--- config.mk ---
export PLATFORM = sky130hd
export DESIGN_NAME = battery_level_monitor
export DESIGN_NICKNAME = d
export VERILOG_FILES = /design/src/rtl/core/blm_pkg.sv /design/src/rtl/core/blm_slew.sv /design/src/rtl/core/blm_scale.sv /design/src/rtl/core/blm_level.sv /design/src/rtl/core/battery_level_monitor.sv
export SDC_FILE = /design/constraint.sdc
export NUM_CORES = 1
export LEC_CHECK = 0
export BUFFER_PORTS_ARGS = -buffer_cell sky130_fd_sc_hd__buf_2
export CORE_UTILIZATION = 47
export DETAILED_ROUTE_END_ITERATION = 16
export HOLD_SLACK_MARGIN = 0.02
export PLACE_DENSITY = 0.72
export SKIP_CTS_REPAIR_TIMING = 1
export SYNTH_ARGS = -nofsm -noshare
export SYNTH_HDL_FRONTEND = slang
export SYNTH_HIERARCHICAL = 1
export SYNTH_SLANG_ARGS = --single-unit
--- constraint.sdc ---
create_clock -name clk -period 6.3 [get_ports clk]
set_input_delay 0.315 -clock clk [delete_from_list [all_inputs] [get_ports clk]]
set_output_delay 0.315 -clock clk [all_outputs]
set_load 0.02 [all_outputs]
--- src/rtl/core/blm_pkg.sv ---
`timescale 1ns / 1ps
// ----------------------------------------------------------------------------
// blm_pkg: shared types and constants of the battery level monitor
// Filter steps, voltage scale, level codes, register indexes and reset values.
// ----------------------------------------------------------------------------
package blm_pkg;

  // Sample width default
  localparam int SAMPLE_BITS_DEF = 12;

  // Slew filter steps and gaps
  localparam int BIG_STEP_GAP   = 20;
  localparam int BIG_STEP       = 10;
  localparam int SMALL_STEP_GAP = 5;
  localparam int SMALL_STEP     = 2;
  localparam int FILTER_RESET   = 1400;

  // Voltage scale: full-scale reading maps to 16.5 V in tenths
  localparam int VOLT_BITS  = 8;
  localparam int VOLT_SCALE = 33 * 5;

  // Level and counter widths
  localparam int LEVEL_BITS = 3;
  localparam int TRIP_BITS  = 4;

  // Charge level codes
  localparam logic [LEVEL_BITS-1:0] LEVEL_0 = 3'd0;
  localparam logic [LEVEL_BITS-1:0] LEVEL_1 = 3'd1;
  localparam logic [LEVEL_BITS-1:0] LEVEL_2 = 3'd2;
  localparam logic [LEVEL_BITS-1:0] LEVEL_3 = 3'd3;
  localparam logic [LEVEL_BITS-1:0] LEVEL_4 = 3'd4;

  // Configuration register indexes
  localparam int CFG_IDX_BITS  = 3;
  localparam int CFG_DATA_BITS = 8;
  localparam logic [CFG_IDX_BITS-1:0] CFG_LEVEL4_ABOVE = 3'd0;
  localparam logic [CFG_IDX_BITS-1:0] CFG_LEVEL3_ABOVE = 3'd1;
  localparam logic [CFG_IDX_BITS-1:0] CFG_LEVEL2_ABOVE = 3'd2;
  localparam logic [CFG_IDX_BITS-1:0] CFG_LEVEL1_MIN   = 3'd3;
  localparam logic [CFG_IDX_BITS-1:0] CFG_TRIP_LIMIT   = 3'd4;

  // Configuration reset values
  localparam logic [VOLT_BITS-1:0] LEVEL4_ABOVE_RST = 8'd55;
  localparam logic [VOLT_BITS-1:0] LEVEL3_ABOVE_RST = 8'd51;
  localparam logic [VOLT_BITS-1:0] LEVEL2_ABOVE_RST = 8'd46;
  localparam logic [VOLT_BITS-1:0] LEVEL1_MIN_RST   = 8'd43;
  localparam logic [TRIP_BITS-1:0] TRIP_LIMIT_RST   = 4'd3;

  // Threshold set seen by the classifier
  typedef struct packed {
    logic [VOLT_BITS-1:0] level4_above;
    logic [VOLT_BITS-1:0] level3_above;
    logic [VOLT_BITS-1:0] level2_above;
    logic [VOLT_BITS-1:0] level1_min;
    logic [TRIP_BITS-1:0] trip_limit;
  } cfg_regs_t;

endpackage

--- src/rtl/core/blm_slew.sv ---
`timescale 1ns / 1ps
// ----------------------------------------------------------------------------
// blm_slew: slew-limited filter stage
// Moves the filter value toward each accepted sample by a big or small step.
// The filter register doubles as the first pipeline stage payload.
// ----------------------------------------------------------------------------
module blm_slew #(
  parameter int SAMPLE_BITS = blm_pkg::SAMPLE_BITS_DEF
) (
  input  logic                   clk,
  input  logic                   rst_n,
  input  logic                   adv,
  input  logic                   accept,
  input  logic [SAMPLE_BITS-1:0] sample,
  output logic                   valid,
  output logic [SAMPLE_BITS-1:0] filter
);
  import blm_pkg::*;

  localparam int WB = SAMPLE_BITS + 1;

  logic                   valid_r;
  logic [SAMPLE_BITS-1:0] filter_r;
  logic [SAMPLE_BITS-1:0] filter_nxt;
  logic [WB-1:0]          cur_w;
  logic [WB-1:0]          tgt_w;

  assign cur_w = {1'b0, filter_r};
  assign tgt_w = {1'b0, sample};

  // Step toward the sample; the step never passes it, so no wrap
  always_comb begin
    filter_nxt = filter_r;
    if (tgt_w > cur_w) begin
      if (tgt_w > cur_w + WB'(BIG_STEP_GAP)) begin
        filter_nxt = filter_r + SAMPLE_BITS'(BIG_STEP);
      end else if (tgt_w > cur_w + WB'(SMALL_STEP_GAP)) begin
        filter_nxt = filter_r + SAMPLE_BITS'(SMALL_STEP);
      end
    end else if (cur_w > tgt_w) begin
      if (cur_w > tgt_w + WB'(BIG_STEP_GAP)) begin
        filter_nxt = filter_r - SAMPLE_BITS'(BIG_STEP);
      end else if (cur_w > tgt_w + WB'(SMALL_STEP_GAP)) begin
        filter_nxt = filter_r - SAMPLE_BITS'(SMALL_STEP);
      end
    end
  end

  // Update filter state on each accepted request
  always_ff @(posedge clk) begin
    if (!rst_n) begin
      valid_r  <= 1'b0;
      filter_r <= SAMPLE_BITS'(FILTER_RESET);
    end else if (adv) begin
      valid_r <= accept;
      if (accept) begin
        filter_r <= filter_nxt;
      end
    end
  end

  assign valid  = valid_r;
  assign filter = filter_r;

endmodule

--- src/rtl/core/blm_scale.sv ---
`timescale 1ns / 1ps
// ----------------------------------------------------------------------------
// blm_scale: voltage scaling stage
// Multiplies the filter value by the full-scale factor and keeps the top bits
// as battery voltage in tenths of a volt.
// ----------------------------------------------------------------------------
module blm_scale #(
  parameter int SAMPLE_BITS = blm_pkg::SAMPLE_BITS_DEF
) (
  input  logic                          clk,
  input  logic                          rst_n,
  input  logic                          adv,
  input  logic                          in_valid,
  input  logic [SAMPLE_BITS-1:0]        filter_in,
  output logic                          valid,
  output logic [SAMPLE_BITS-1:0]        filter_out,
  output logic [blm_pkg::VOLT_BITS-1:0] volts
);
  import blm_pkg::*;

  localparam int PW = SAMPLE_BITS + VOLT_BITS;

  logic                   valid_r;
  logic [SAMPLE_BITS-1:0] filter_r;
  logic [VOLT_BITS-1:0]   volts_r;
  logic [PW-1:0]          prod;

  // Scale: filter * 165 / 2^SAMPLE_BITS, always below 165
  assign prod = PW'(filter_in) * PW'(VOLT_SCALE);

  // Hold valid under reset; payload needs none
  always_ff @(posedge clk) begin
    if (!rst_n) begin
      valid_r <= 1'b0;
    end else if (adv) begin
      valid_r <= in_valid;
    end
  end

  // Capture scaled voltage and pass filter value along
  always_ff @(posedge clk) begin
    if (adv) begin
      filter_r <= filter_in;
      volts_r  <= prod[PW-1:SAMPLE_BITS];
    end
  end

  assign valid      = valid_r;
  assign filter_out = filter_r;
  assign volts      = volts_r;

endmodule

--- src/rtl/core/blm_level.sv ---
`timescale 1ns / 1ps
// ----------------------------------------------------------------------------
// blm_level: level classifier, trip counter and result register
// Classifies the voltage by the thresholds, runs the low-level trip counter
// and protection flag, and holds the result request.
// ----------------------------------------------------------------------------
module blm_level #(
  parameter int SAMPLE_BITS = blm_pkg::SAMPLE_BITS_DEF
) (
  input  logic                           clk,
  input  logic                           rst_n,
  input  logic                           adv,
  input  blm_pkg::cfg_regs_t             cfg,
  input  logic                           in_valid,
  input  logic [SAMPLE_BITS-1:0]         filter_in,
  input  logic [blm_pkg::VOLT_BITS-1:0]  volts_in,
  output logic                           out_valid,
  output logic [SAMPLE_BITS-1:0]         filter_out,
  output logic [blm_pkg::VOLT_BITS-1:0]  volts_out,
  output logic [blm_pkg::LEVEL_BITS-1:0] level_out,
  output logic                           protect_out
);
  import blm_pkg::*;

  logic                   valid_r;
  logic [SAMPLE_BITS-1:0] filter_r;
  logic [VOLT_BITS-1:0]   volts_r;
  logic [LEVEL_BITS-1:0]  level_r;
  logic [TRIP_BITS-1:0]   trip_r;
  logic [TRIP_BITS-1:0]   trip_nxt;
  logic                   protect_r;
  logic                   protect_nxt;
  logic [LEVEL_BITS-1:0]  level;

  // Classify from the top level down; first match wins
  always_comb begin
    priority if (volts_in > cfg.level4_above) begin
      level = LEVEL_4;
    end else if (volts_in > cfg.level3_above) begin
      level = LEVEL_3;
    end else if (volts_in > cfg.level2_above) begin
      level = LEVEL_2;
    end else if (volts_in >= cfg.level1_min) begin
      level = LEVEL_1;
    end else begin
      level = LEVEL_0;
    end
  end

  // Count up at the lowest level, down otherwise; set or clear flag at the ends
  always_comb begin
    trip_nxt    = trip_r;
    protect_nxt = protect_r;
    if (level == LEVEL_0) begin
      if (trip_r < cfg.trip_limit) begin
        trip_nxt = trip_r + TRIP_BITS'(1);
      end else begin
        protect_nxt = 1'b1;
      end
    end else begin
      if (trip_r != '0) begin
        trip_nxt = trip_r - TRIP_BITS'(1);
      end else begin
        protect_nxt = 1'b0;
      end
    end
  end

  // Advance control state
  always_ff @(posedge clk) begin
    if (!rst_n) begin
      valid_r   <= 1'b0;
      trip_r    <= '0;
      protect_r <= 1'b0;
    end else if (adv) begin
      valid_r <= in_valid;
      if (in_valid) begin
        trip_r    <= trip_nxt;
        protect_r <= protect_nxt;
      end
    end
  end

  // Capture result payload
  always_ff @(posedge clk) begin
    if (adv && in_valid) begin
      filter_r <= filter_in;
      volts_r  <= volts_in;
      level_r  <= level;
    end
  end

  assign out_valid   = valid_r;
  assign filter_out  = filter_r;
  assign volts_out   = volts_r;
  assign level_out   = level_r;
  assign protect_out = protect_r;

endmodule

--- src/rtl/core/battery_level_monitor.sv ---
`timescale 1ns / 1ps
// ----------------------------------------------------------------------------
// battery_level_monitor: battery ADC filter, level classifier and trip guard
// Slew-limits the ADC samples, scales to tenths of a volt, classifies the
// level and drives low-battery protection.
// ----------------------------------------------------------------------------
// The block takes one ADC sample per clock while in_tready is high and
// returns one result per accepted sample, in order. The three stages are
// the slew filter (its state loop closes within the stage), the multiply that
// scales the filter value to tenths of a volt, and the classifier with the
// trip counter (its loop also closes within the stage). in_tready falls only
// while a result sits in the output register and out_tready is low. There is
// no clearing pass after reset. Threshold and trip-limit writes are taken at
// any time and should be made while no sample is in flight.
module battery_level_monitor #(
  parameter int SAMPLE_BITS = blm_pkg::SAMPLE_BITS_DEF,
  localparam int IN_W  = ((SAMPLE_BITS + 7) / 8) * 8,
  localparam int OUT_W = ((SAMPLE_BITS + blm_pkg::VOLT_BITS + blm_pkg::LEVEL_BITS + 1 + 7)
                          / 8) * 8
) (
  input  logic                              clk,
  input  logic                              rst_n,
  // in_tdata: adc_sample
  input  logic                              in_tvalid,
  output logic                              in_tready,
  input  logic [IN_W-1:0]                   in_tdata,
  // out_tdata: filtered_sample, voltage_tenths, charge_level, low_protect
  output logic                              out_tvalid,
  input  logic                              out_tready,
  output logic [OUT_W-1:0]                  out_tdata,
  input  logic                              cfg_valid,
  output logic                              cfg_ready,
  input  logic [blm_pkg::CFG_IDX_BITS-1:0]  cfg_index,
  input  logic [blm_pkg::CFG_DATA_BITS-1:0] cfg_data
);
  import blm_pkg::*;

  cfg_regs_t              cfg_r;
  logic                   adv;
  logic                   accept;
  logic                   s1_valid;
  logic [SAMPLE_BITS-1:0] s1_filter;
  logic                   s2_valid;
  logic [SAMPLE_BITS-1:0] s2_filter;
  logic [VOLT_BITS-1:0]   s2_volts;
  logic [SAMPLE_BITS-1:0] res_filter;
  logic [VOLT_BITS-1:0]   res_volts;
  logic [LEVEL_BITS-1:0]  res_level;
  logic                   res_protect;

  // Advance the pipeline unless a result is stalled at the output
  assign adv       = !out_tvalid || out_tready;
  assign in_tready = adv;
  assign accept    = in_tvalid && in_tready;
  assign cfg_ready = 1'b1;

  // Configuration registers; unknown indexes are ignored
  always_ff @(posedge clk) begin
    if (!rst_n) begin
      cfg_r.level4_above <= LEVEL4_ABOVE_RST;
      cfg_r.level3_above <= LEVEL3_ABOVE_RST;
      cfg_r.level2_above <= LEVEL2_ABOVE_RST;
      cfg_r.level1_min   <= LEVEL1_MIN_RST;
      cfg_r.trip_limit   <= TRIP_LIMIT_RST;
    end else if (cfg_valid && cfg_ready) begin
      unique case (cfg_index)
        CFG_LEVEL4_ABOVE: cfg_r.level4_above <= cfg_data;
        CFG_LEVEL3_ABOVE: cfg_r.level3_above <= cfg_data;
        CFG_LEVEL2_ABOVE: cfg_r.level2_above <= cfg_data;
        CFG_LEVEL1_MIN:   cfg_r.level1_min   <= cfg_data;
        CFG_TRIP_LIMIT:   cfg_r.trip_limit   <= cfg_data[TRIP_BITS-1:0];
        default: ;
      endcase
    end
  end

  blm_slew #(
    .SAMPLE_BITS(SAMPLE_BITS)
  ) u_slew (
    .clk    (clk),
    .rst_n  (rst_n),
    .adv    (adv),
    .accept (accept),
    .sample (in_tdata[SAMPLE_BITS-1:0]),
    .valid  (s1_valid),
    .filter (s1_filter)
  );

  blm_scale #(
    .SAMPLE_BITS(SAMPLE_BITS)
  ) u_scale (
    .clk        (clk),
    .rst_n      (rst_n),
    .adv        (adv),
    .in_valid   (s1_valid),
    .filter_in  (s1_filter),
    .valid      (s2_valid),
    .filter_out (s2_filter),
    .volts      (s2_volts)
  );

  blm_level #(
    .SAMPLE_BITS(SAMPLE_BITS)
  ) u_level (
    .clk         (clk),
    .rst_n       (rst_n),
    .adv         (adv),
    .cfg         (cfg_r),
    .in_valid    (s2_valid),
    .filter_in   (s2_filter),
    .volts_in    (s2_volts),
    .out_valid   (out_tvalid),
    .filter_out  (res_filter),
    .volts_out   (res_volts),
    .level_out   (res_level),
    .protect_out (res_protect)
  );

  // Pack result fields from the lowest bit up, zero-filled to whole bytes
  assign out_tdata = OUT_W'({res_protect, res_level, res_volts, res_filter});

endmodule
# Yosys cells after proc, flatten, opt, wreduce, memory -nomap -nowiden
# Cells that the tools add are included.
[classes]
reduce_logical = 18
n_mul = 1
mux = 16
add_sub_neg = 10
n_eq_ne = 8
n_lt_le_gt_ge = 11
[op_table]
columns = ["op", "n"]
rows = [
  ["12-bit two-way mux", 6],
  ["12-bit by 13-bit greater-than comparator with 1-bit output", 4],
  ["12-bit by 3-bit adder with 13-bit output (second input constant)", 2],
  ["12-bit by 5-bit adder with 13-bit output (second input constant)", 2],
  ["12-bit greater-than comparator", 2],
  ["8-bit greater-than comparator", 3],
  ["12-bit by 8-bit multiplier with 20-bit output (second input constant)", 1],
  ["12-bit by 2-bit adder with 12-bit output (second input constant)", 1],
  ["12-bit by 4-bit adder with 12-bit output (second input constant)", 1],
  ["4-bit two-way mux", 3],
  ["12-bit by 2-bit subtractor with 12-bit output (second input constant)", 1],
  ["12-bit by 4-bit subtractor with 12-bit output (second input constant)", 1],
  ["2-bit AND reduction", 5],
  ["3-bit two-way mux", 3],
  ["8-bit greater-or-equal comparator", 1],
  ["4-bit AND reduction", 2],
  ["3-bit by 2-bit equality test with 1-bit output (second input constant)", 2],
  ["3-bit logical NOT", 2],
  ["5-bit AND reduction", 1],
  ["4-bit by 1-bit adder with 4-bit output (second input constant)", 1],
  ["4-bit < comparator", 1],
  ["1-bit two-way mux", 4],
  ["2-bit inequality test (second input constant)", 2],
  ["2-bit nonzero test", 2],
  ["other kinds (10)", 11],
]
[totals]
word_cells = 80
out_inout_bits = 27
ff_bits = 99
inputBits = 32

# Depth between registers and ports, before layout
[logic_depth]
word_depth = 8
ltp_mapped = 20
depth_no_buf = 19

# By module
# The synthesis kept the hierarchy.
[modules_own_cells]
columns = ["module", "seq_area_each_um2", "area_per_inst_um2", "cells_per_inst", "n_inst"]
rows = [
  ["blm_slew", 240.2, 2715.1, 351, 1],
  ["blm_level", 810.8, 1993.2, 183, 1],
  ["blm_scale", 620.6, 1979.4, 154, 1],
  ["battery_level_monitor", 720.7, 1467.7, 141, 1],
]

# Worst setup path before layout
# No wires, ideal clock.
[synth_timing]
path_kind = "in2reg"
startpoint = "in in_tdata[5]"
endpoint = "reg u_slew.filter_r[11], in the netlist u_slew/filter[11]"
cell_stages = 18
required_ps = 6228
setup_ps = 72
arrival_ps = 3799
path_buffers = 1
path_slack_ps = 2429
cell_sequence = "clkbuf_1 o21ai_0 nor4_1 xnor2_1 ha_1 and3_1 a211oi_1 o21ai_0 o31ai_1 nor2_1 a21oi_1 ha_1 a21oi_1 o211ai_1 o41ai_1 o21ai_0 mux2i_1 mux2i_1"
[synth_via]
elab_chain_cells = 5
word_cells_on_any_way = 16
classes_between = "add/sub (2); order compare (6); eq/ne (1); mux (4); reduce/logical (3)"
[synth_rtl]
columns = ["element", "line", "rtl"]
rows = [
  ["from (decl)", "battery_level_monitor.sv:26", "input logic [IN_W-1:0] in_tdata,"],
  ["12-bit by 5-bit adder with 13-bit output", "blm_slew.sv:41", "if (cur_w > tgt_w + WB'(BIG_STEP_GAP)) begin"],
  ["12-bit by 13-bit greater-than comparator with 1-bit output", "blm_slew.sv:41", ""],
  ["12-bit two-way mux", "blm_slew.sv:41", ""],
  ["12-bit two-way mux", "blm_slew.sv:40", "end else if (cur_w > tgt_w) begin"],
  ["12-bit two-way mux", "blm_slew.sv:34", "if (tgt_w > cur_w) begin"],
  ["to (signal assigned)", "blm_slew.sv:53", "filter_r <= SAMPLE_BITS'(FILTER_RESET);"],
  ["to (signal assigned)", "blm_slew.sv:57", "filter_r <= filter_nxt;"],
  ["to (decl)", "blm_slew.sv:23", "logic [SAMPLE_BITS-1:0] filter_r;"],
]
# Several ways; a longest one is shown, not always the timed one. The select of a mux whose other input is x is not followed.
# A chain may end at the register's enable or synchronous reset.

# Worst setup path in the final report
[layout_timing]
startpoint = "reg u_slew.filter_r[3], in the netlist u_slew/filter[3]"
endpoint = "reg u_slew.filter_r[11], in the netlist u_slew/filter[11]"
[layout_via]
elab_chain_cells = 5
word_cells_on_any_way = 22
classes_between = "add/sub (6); order compare (6); eq/ne (1); mux (6); reduce/logical (3)"
[layout_rtl]
columns = ["element"]
rows = [
  ["branches (longest 5 deep; another with 12-bit by 3-bit adder with 13-bit output)"],
]
# Several ways; the timed one is not identified. The select of a mux whose other input is x is not followed.

==> key figures <==
Synth
  • Share of synthesized flip-flops with an asynchronous set or reset: 0%
  • Area of the mapped netlist: 8160 um^2
  • Net count of the mapped netlist: 1,032
  • Simple-Gate Fraction of Synth Area: 14.6%
  • Main synth FF type: sky130_fd_sc_hd__dfxtp_1
  • Xor and xnor fraction of the mapped netlist area: 5.15%
  • Seq/Total Area, Yosys: 29.3%
  • Post-synthesis sequential element count: 98
  • Count of cell types in the netlist: 71
  • Top-count cell post-synth: sky130_fd_sc_hd__ha_1
  • Area share of the leading cell type in the synthesized netlist: 23.8%
  • Synth Area in Compound Gates: 12.2%
  • Largest family of logic cells by synthesized area: adder cells
  • Top cells by instance count after synthesis: 155 x sky130_fd_sc_hd__ha_1, 76 x sky130_fd_sc_hd__inv_1, 64 x sky130_fd_sc_hd__nand2_1, 55 x sky130_fd_sc_hd__dfxtp_1, 50 x sky130_fd_sc_hd__a21oi_1
  • Fraction of the mapped netlist area in adder cells: 27.7%
  • Synth Warn #: 6
  • Multiplexer area fraction after synthesis: 5.94%
  • Cell count after synthesis: 829
  • Cell types occupying the most area after synthesis: sky130_fd_sc_hd__ha_1 24%, sky130_fd_sc_hd__edfxtp_1 16%, sky130_fd_sc_hd__dfxtp_1 14%
  • Number of enable flip-flop cells after synthesis: 43
  • Largest area contributor in the synthesized netlist: sky130_fd_sc_hd__ha_1
  • Post-synthesis average cell area: 9.84 um^2

Timing
  • Fraction of the cycle the final worst path needs: 71.5%
  • Tightest Pin Transition: 1060 ps
  • Maximum clock skew at final layout: 11.4 ps
  • Count of final setup violators: 0
  • Final hold violation count: 0
  • Max-slew headroom: 29.3%
  • Worst slack on hold paths: 239 ps
  • Setup total negative slack: 0 ps
  • Min cycle time layout: 4500 ps
  • RSZ-0062 raised after global routing: no
  • Number of pins exceeding their max-slew limit in the final report: 0
  • Fmax: 0.222 GHz

Floorplanning
  • Boundary Pins: 59
  • Core ar.: 16,800 um^2
  • Floorplan die area: 17,900 um^2
  • Die Span Y: 134 um
  • Initial Util: 48.7%
  • Number of rows created at floorplan: 47
  • Horizontal die dimension: 134 um

Routing
  • Post-DR wirelength/cell: 15.4 um
  • Post-Route WL: 17,000 um
  • Router iterations before antenna repair: 4
  • Number of violations reported at the end of detailed-routing iteration 0: 384
  • Via-per-instance ratio: 5.49
  • Detailed-route DRC error count: 0
  • DRT antenna net count: 0
  • Total number of vias: 6,045

Clock network
  • TritonCTS clock tree: yes
  • Clock transition at the registers of the reported paths: 70 ps
  • Clock latency on the worst-skew pair: 340 ps
  • Library cell used as clock root buffer: sky130_fd_sc_hd__clkbuf_16
  • Number of buffers created by CTS: 9
  • Number of clock sinks: 98
  • H-Tree Depth: 3
  • Maximum clock insertion buffer count: 2

Placed design
  • Estimated wirelength of the detail-placed design: 12,800 um
  • Count of input and output buffers: 53
  • Final weighted congestion of routability-driven global placement: 0.850
  • Post-place instance area: 8620 um^2

Worst setup path
  • Max Fanout on Critical Path: 12
  • Worst EP required: 6570 ps
  • Register-to-register path setup slack: 1800 ps
  • CP Class: reg2reg
  • Count of buffer and inverter cells on the critical path: 0
  • Type of destination of the critical path: flop
  • Delay contributed by the slowest stage of the critical path: 710 ps
  • Worst path arrival time: 4770 ps
  • Count of cells along the worst register-to-register path: 17
  • Launch instance of the worst register-to-register path: u_slew/filter[3]$_SDFFE_PN1P_
  • Terminus of the critical flop-to-flop path: u_slew/filter[11]$_SDFFE_PN0P_
  • Startpoint kind of the worst setup timing path: flop
  • Largest delay contributor family on the critical path: compound AO/OA/AOI/OAI gates
  • Slowest library cell on the worst path: sky130_fd_sc_hd__dfxtp_1
  • CP Cell Sequence: ha_1, o2111ai_1, nor2_1, xnor2_1, ha_1, a21o_1, a21oi_1, o211ai_1, o211ai_1, a21oi_1, ha_1, a21oi_1, o211ai_1, o41ai_1, o21ai_0, mux2i_1, mux2i_1

Power
  • Switching share of power: 45.0%
  • Power Density: 526 nW/um^2
  • Total power after layout: 0.00470 W
  • Net switching power: 0.00212 W
  • Max rail drop VDD: 0.000446 V
  • LEAKAGE: 4.21 nW
  • Cell-internal power: 0.00258 W
  • Clock group share of total power: 12.5%
  • Part of the power in combinational logic: 65.6%
  • Portion of total power attributed to sequential cells: 21.9%

Final layout
  • Fraction of final layout cells sized beyond drive strength 1: 11.0%
  • Post-Route Utilization: 53.4%
  • Net total in the final layout: 1,080
  • Layout Cell Area excl Fill: 8940 um^2
  • Count of antenna diodes in the layout: 0
  • Area Overhead vs Synth: 9.68%

GRT
  • Number of global-route vias before repair: 5,849
  • First-pass GRT wire length: 28,400 um
  • GRT Overall Usage: 20.0%
  • Number of antenna violations at the first check in global routing: 0
  • Pin count of the biggest net entering global routing: 75
  • Global route overflow: 0

Run status
  • Result of the run: finished clean

Min path
  • Hold EP: cfg_r[12]$_SDFFE_PN0P_
  • Number of cells on the worst hold path: 3
  • Hold/Removal Path Class: in2reg
  • Worst hold path startpoint: cfg_data[0]

Job
  • Max capacitance violation total: 0
==> how the worst max path moves through the flow <==
stage	from	to	slack, ps	cells after the start
6_report	u_slew/filter[3]$_SDFFE_PN1P_	u_slew/filter[11]$_SDFFE_PN0P_	1800	17
5_1_grt	u_slew/filter[2]$_SDFFE_PN0P_	u_slew/filter[11]$_SDFFE_PN0P_	1350	17
4_1_cts	u_slew/filter[2]$_SDFFE_PN0P_	u_slew/filter[11]$_SDFFE_PN0P_	1800	17
3_5_place_dp	u_slew/filter[3]$_SDFFE_PN1P_	u_slew/filter[11]$_SDFFE_PN0P_	1840	17
3_3_place_gp	in_tdata[2]	u_slew/filter[11]$_SDFFE_PN0P_	1830	19
2_1_floorplan	in_tdata[5]	u_slew/filter[11]$_SDFFE_PN0P_	2430	18
==> registers in the layout, indices dropped and copies added (netlist names) <==
| register | cells |
|---|---|
| u_level/volts_out | 8 |
| cfg_r | 36 |
| u_level/out_valid | 1 |
| u_level/protect_out | 1 |
| u_level/level_out | 3 |
| u_slew/valid | 1 |
| u_level/filter_out | 12 |
| u_scale/valid | 1 |
| u_scale/volts | 8 |
| u_scale/filter_out | 12 |
| u_level/trip_r | 4 |
| u_slew/filter | 11 |
==> cell type report <==
cell class                      count  area (um^2)
Timing Repair Buffer               59          310
Multi-Input combinational cell    633         5360
Clock buffer                       11          243
Fill cell                        1542         7820
Tap cell                          220          275
Sequential cell                    98         2390
Clock inverter                      5         78.8
Inverter                           76          285
==> worst min-delay path, stage by stage <==
cell,delay [ps]
sky130_fd_sc_hd__buf_2,110
sky130_fd_sc_hd__nand2_1,50
sky130_fd_sc_hd__mux2i_1,60
==> metrics by stage <==
step	setup slack, ps	cells
after floorplan	2430	829
after CTS	1800	1102
after global routing	1350	1102
after global placement	1830	1086
final	1800	1102
after detailed placement	1840	1086
==> metal layers <==
layer	vias up	part of all wire (%)	track usage [%]
met2	152	47	33.2
met5	-	0	0
met4	0	1.4	6.12
met1	2814	47	26.8
met3	18	4.5	2.66
li1	3061	-	-
==> cell families (layout without fill, tap and decap cells) <==
logic type / Yosys count / in the layout
buf+inv: 98 / 151
flops: 98 / 98
fa+ha+maj: 171 / 171
compound gates: 143 / 143
xor+xnor: 48 / 48
other cells: 2 / 2
simple gates: 221 / 221
mux: 48 / 48
==> cells in the final DEF (no fill, tap or decap), drive strengths merged, types with 3 or more instances in the layout <==
cell type	n
dfxtp	55
or3	3
clkinv	3
nand4	18
o21bai	3
a21o	14
nor2b	30
and3	4
a2111oi	4
o211ai	10
nor3	12
o21ai	22
and2	4
a211oi	6
buf	59
a21oi	52
fa	16
ha	155
o31ai	3
nor2	34
edfxtp	43
inv	76
xnor2	39
xor2	9
clkbuf	11
nand2b	12
nand2	65
a31oi	9
nand3	17
mux2i	48
nor4	7
o22ai	3
o21a	5
==> power groups by stage <==
stage,Combinational (W),Clock [W],Sequential (W)
floorplan,0.00248,0,0.000987
global placement,0.00298,0,0.00104
detailed placement,0.00305,0,0.00104
CTS,0.00308,0.000601,0.00103
global route,0.00349,0.000623,0.00104
finish,0.00308,0.000589,0.00103
Power figures use the tool's default switching activity.
